===== config.mk =====
export PLATFORM = sky130hd
export DESIGN_NAME = amcc_ctrl
export DESIGN_NICKNAME = d
export VERILOG_FILES = /design/src/rtl/amcc_pkg.sv /design/src/rtl/amcc_ctrl.sv
export SDC_FILE = /design/constraint.sdc
export NUM_CORES = 1
export LEC_CHECK = 0
export BUFFER_PORTS_ARGS = -buffer_cell sky130_fd_sc_hd__buf_2
export CAP_MARGIN = 20
export CORE_UTILIZATION = 25
export CTS_CLUSTER_DIAMETER = 80
export DETAILED_ROUTE_END_ITERATION = 7
export PLACE_DENSITY = 0.56
export SYNTH_ARGS = -nofsm -noshare
export SYNTH_HDL_FRONTEND = slang
export SYNTH_SLANG_ARGS = --single-unit

===== constraint.sdc =====
create_clock -name clock -period 1.48 [get_ports clock]
set_input_delay 0.148 -clock clock [delete_from_list [all_inputs] [get_ports clock]]
set_output_delay 0.148 -clock clock [all_outputs]
set_load 0.01 [all_outputs]

===== src/rtl/amcc_pkg.sv =====
// Shared types and constants of the box mover: request layout, codes, control structs.
package amcc_pkg;

   localparam int COORD_BITS = 16;
   localparam int FRAC_BITS  = 16;

   localparam int REQ_BITS     = 168;
   localparam int RSP_BITS     = 104;
   localparam int CSR_IDX_BITS = 2;
   localparam int CSR_BITS     = 32;

   // Request kinds carried on req_tuser.
   localparam logic [1:0] MODE_PLACE = 2'd0;
   localparam logic [1:0] MODE_STEP  = 2'd1;
   localparam logic [1:0] MODE_OBST  = 2'd2;

   // Register indexes on the csr port.
   localparam logic [CSR_IDX_BITS-1:0] CSR_BOX_WIDTH  = 2'd0;
   localparam logic [CSR_IDX_BITS-1:0] CSR_BOX_HEIGHT = 2'd1;
   localparam logic [CSR_IDX_BITS-1:0] CSR_ACCEL_X    = 2'd2;
   localparam logic [CSR_IDX_BITS-1:0] CSR_ACCEL_Y    = 2'd3;

   // Request payload, first field in the lowest bits.
   typedef struct packed {
      logic [5:0]                   pad;
      logic [11:0]                  obst_h;
      logic [11:0]                  obst_w;
      logic signed [15:0]           obst_y;
      logic signed [15:0]           obst_x;
      logic signed [31:0]           place_vel_y;
      logic signed [31:0]           place_vel_x;
      logic signed [COORD_BITS-1:0] place_y;
      logic signed [COORD_BITS-1:0] place_x;
      logic [9:0]                   delta_ms;
   } req_data_type;

   // Result payload, first field in the lowest bits.
   typedef struct packed {
      logic [5:0]                   pad;
      logic                         hit_y;
      logic                         hit_x;
      logic signed [31:0]           new_vel_y;
      logic signed [31:0]           new_vel_x;
      logic signed [COORD_BITS-1:0] new_y;
      logic signed [COORD_BITS-1:0] new_x;
   } rsp_data_type;

   typedef struct packed {
      logic load;
      logic place;
      logic accel;
      logic offset;
      logic test;
      logic commit;
   } cmd_type;

   typedef struct packed {
      logic [1:0] req_mode;
      logic       item_last;
      logic       out_free;
   } stat_type;

endpackage


===== src/rtl/amcc_ctrl.sv =====
// Sequencer of the box mover: decodes requests and steps the datapath through each one.
module amcc_ctrl (
   input  logic               clock,
   input  logic               reset,
   input  logic               req_tvalid,
   output logic               req_tready,
   input  amcc_pkg::stat_type stat,
   output amcc_pkg::cmd_type  cmd
);

   typedef enum logic [2:0] {
      ST_IDLE,
      ST_PLACE,
      ST_ACCEL,
      ST_OFFSET,
      ST_TEST,
      ST_COMMIT
   } state_type;

   state_type state_ff, state_in;
   logic      in_step_ff, in_step_in;
   logic      accept;

   assign req_tready = (state_ff == ST_IDLE);
   assign accept     = req_tvalid && req_tready;

   always_comb begin
      state_in   = state_ff;
      in_step_in = in_step_ff;
      case (state_ff)
         ST_IDLE: begin
            if (accept) begin
               case (stat.req_mode)
                  amcc_pkg::MODE_PLACE: state_in = ST_PLACE;
                  amcc_pkg::MODE_STEP:  state_in = ST_ACCEL;
                  amcc_pkg::MODE_OBST:  state_in = in_step_ff ? ST_TEST : ST_IDLE;
                  default:              state_in = ST_IDLE;
               endcase
            end
         end
         ST_PLACE: begin
            in_step_in = 1'b0;
            state_in   = ST_IDLE;
         end
         ST_ACCEL: begin
            state_in = ST_OFFSET;
         end
         ST_OFFSET: begin
            in_step_in = 1'b1;
            state_in   = stat.item_last ? ST_COMMIT : ST_IDLE;
         end
         ST_TEST: begin
            state_in = stat.item_last ? ST_COMMIT : ST_IDLE;
         end
         ST_COMMIT: begin
            // hold until the result slot is free
            if (stat.out_free) begin
               in_step_in = 1'b0;
               state_in   = ST_IDLE;
            end
         end
         default: begin
            state_in = ST_IDLE;
         end
      endcase
   end

   always_ff @(posedge clock) begin
      if (reset) begin
         state_ff   <= ST_IDLE;
         in_step_ff <= 1'b0;
      end else begin
         state_ff   <= state_in;
         in_step_ff <= in_step_in;
      end
   end

   always_comb begin
      cmd.load   = accept;
      cmd.place  = (state_ff == ST_PLACE);
      cmd.accel  = (state_ff == ST_ACCEL);
      cmd.offset = (state_ff == ST_OFFSET);
      cmd.test   = (state_ff == ST_TEST);
      cmd.commit = (state_ff == ST_COMMIT) && stat.out_free;
   end

endmodule


==> impl_metrics.yaml <==
outcome:
  outcome: "finished, final reports clean"
clocking:
  cts_buffers: 3
  post-cts-setup-buffers: 0
  cts_sinks: 4
  cts_tree: "built"
  root_buffer: "clkbuf_4"
  clkTransAtPathRegs_ps: 40
  htree_levels: 1
  cts.repair.resized: 2
  clk_latency_ps: 240
  clockBufferDepth: 2
  ctsHoldBuffers: 0
timing:
  hold_violations: 0
  fin_worst_skew_ps: 7.602
  relSlewSlack_pct: 77.99
  tns_ps: 0
  setup_violations: 0
  fin_ws_ps: 98.06
  finalMaxSlewViolations: 0
  grt_setup_unrepaired: "false"
  fmax_mhz: 723.6
  finalCritPeriodShare_pct: 93.37
  fin_hold_ws_ps: 146.0
  period_needed_ps: 1382
  worst_pin_slew_ps: 329.7
yosys:
  syn_inst: 43
  synth_fa_ha_area_share_pct: 0
  synth.distinct_cells: 25
  synth-edff-count: 0
  synth_warnings: 0
  yosysSeqAreaShare_pct: 21.19
  postSynthAreaPerCell_um2: 8.787
  synth_simple_gate_area_share_pct: 47.35
  synth_compound_area_share_pct: 16.56
  synthFlopType: "dfxtp_1"
  synth_top_family_by_area: "simple AND/OR/NAND/NOR gates"
  synth.area.mux_share_pct: 0
  ys_ff_latch: 4
  synthXorXnorAreaFrac_pct: 0
  ys_async_sr_fraction_pct: 0
  syn_nets: 50
  netlist_area_um2: 377.9
die:
  dieArea_mm2: 0.001671
  rows: 13
  die_h_um: 40.88
  core_mm2: 0.001350
  io_pins: 14
  start_util_pct: 27.99
  dieWidth_um: 40.88
place:
  dp_hpwl_um: 600.2
  dp_slack_ps: 171.7
  port-buffer-count: 13
  globalplace.congestion: 0.7630
detailed_routing:
  wl_um: 816
  drcViolationCount: 0
  num_vias: 344
  drt_first_pass_iters: 4
  drtIter0Drc: 3
  wl_per_cell_um: 11.66
  final_antenna_net_count: 0
  vias_per_cell: 4.914
run:
  cap_violations: 0
global_route:
  grt_antenna_before_repair: 0
  grtUsageTotal_pct: 13.23
  grt_pass1_wl_um: 1435
  grt_max_degree: 13
  gr-total-overflow: 0
  grt_pass1_vias: 349
critical_path:
  crit_path_max_fanout: 11
  cpLargestDelayFamily: "flip-flops"
  worstPathRequired_ps: 1330
  crit_path_start_kind: "flop"
  crit_buf_inv: 2
  crit_slowest_cell: "dfxtp_1"
  critical_path_class: "reg2out"
  worstPathCellList: "buf_4, nor4b_4, buf_2"
  crit_arrival_ps: 1230
  cpPeakStageDelay_ps: 400
  end_kind: "output pin"
pwr:
  ir_worst_vdd_uv: 213.2
  p_per_area_mw_per_mm2: 729.3
  p_leak_nw: 0.1995
layout:
  drive_above_1_share_pct: 45.45
  diodes: 0
  layout.nets: 64
  syn_to_final_growth_pct: 17.88
  fillers: 144
min_path:
  worst_hold_path_type: "in2reg"
-- path summary, 6_finish.rpt --
path / cells past startpoint / slack [ps] / start / to
setup / recovery: 3 / 100 / state_ff[0]$_SDFFE_PP0P_ / cmd[5]
hold reg to reg: 2 / 510 / in_step_ff$_SDFFE_PP0P_ / in_step_ff$_SDFFE_PP0P_
setup reg to reg: 4 / 270 / state_ff[0]$_SDFFE_PP0P_ / state_ff[2]$_SDFFE_PP0P_
hold / removal: 2 / 150 / reset / state_ff[2]$_SDFFE_PP0P_
-- sequential cells by signal, summed over array words and instances (netlist names) --
name	flops
state_ff	3
in_step_ff	1
-- routing by layer --
metal | track usage, % | part of all wire, %
met5 | 0 | 0
met4 | 10.00 | 0
met3 | 1.630 | 4.9
met2 | 20.31 | 48
met1 | 16.56 | 47
-- synth_stat cells, drive strengths merged (2+ instances only) --
library cell  count  area (um^2)
nor4              2        27.53
nor2b             4        25.02
a31oi             2        12.51
and2              2        12.51
a21oi             2        10.01
nand3             2        10.01
nor2              2        7.510
o21ai             3        15.01
and2b             2        15.01
nor3              2        10.01
inv               2        7.510
dfxtp             4        80.08
buf               5        48.79
-- layout make-up --
class	instances	area [um^2]	area share, %
repair buffers	14	72.57	16.29
clock buffers	3	22.52	5.056
well taps	15	18.77	4.213
flip-flops and latches	4	82.58	18.54
multi-input cells	32	241.5	54.21
inverters	2	7.507	1.685
-- power breakdown --
group | switching [mW] | internal [mW] | total [mW]
clock network | 0.0480 | 0.0910 | 0.139
registers | 0.00898 | 0.112 | 0.121
logic | 0.0312 | 0.0336 | 0.0649
total | 0.0883 | 0.237 | 0.325
-- cells in the final DEF, fill, tap and decap left out, drive strengths merged --
master   n
a21oi    2
and2b    2
dfxtp    4
nor3     2
and2     2
o21ai    3
clkbuf   3
nor4     2
nor4b    1
nand4b   1
or2      1
inv      2
nor2b    4
nand3    2
nor3b    1
and4bb   1
and3     1
o31ai    1
buf     14
nand2b   1
a31oi    2
nor2     2
a211oi   1
-- logic make-up after synthesis --
logic type / Yosys count
simple gates: 23
compound gates: 9
buf+inv: 7
flops: 4
-- through the flow --
step | utilization [%] | area [um^2] | instances | power (mW)
after floorplan | - | 377.9 | 43 | 0.1685
after global placement | 31.14 | 420.4 | 67 | 0.1885
after detailed placement | 31.14 | 420.4 | 67 | 0.1877
after CTS | 32.99 | 445.4 | 70 | 0.3306
after global routing | 32.99 | 445.4 | 70 | 0.3450
final | 32.99 | 445.4 | 70 | 0.3248
No activity file was read; power rests on OpenSTA's default activity.
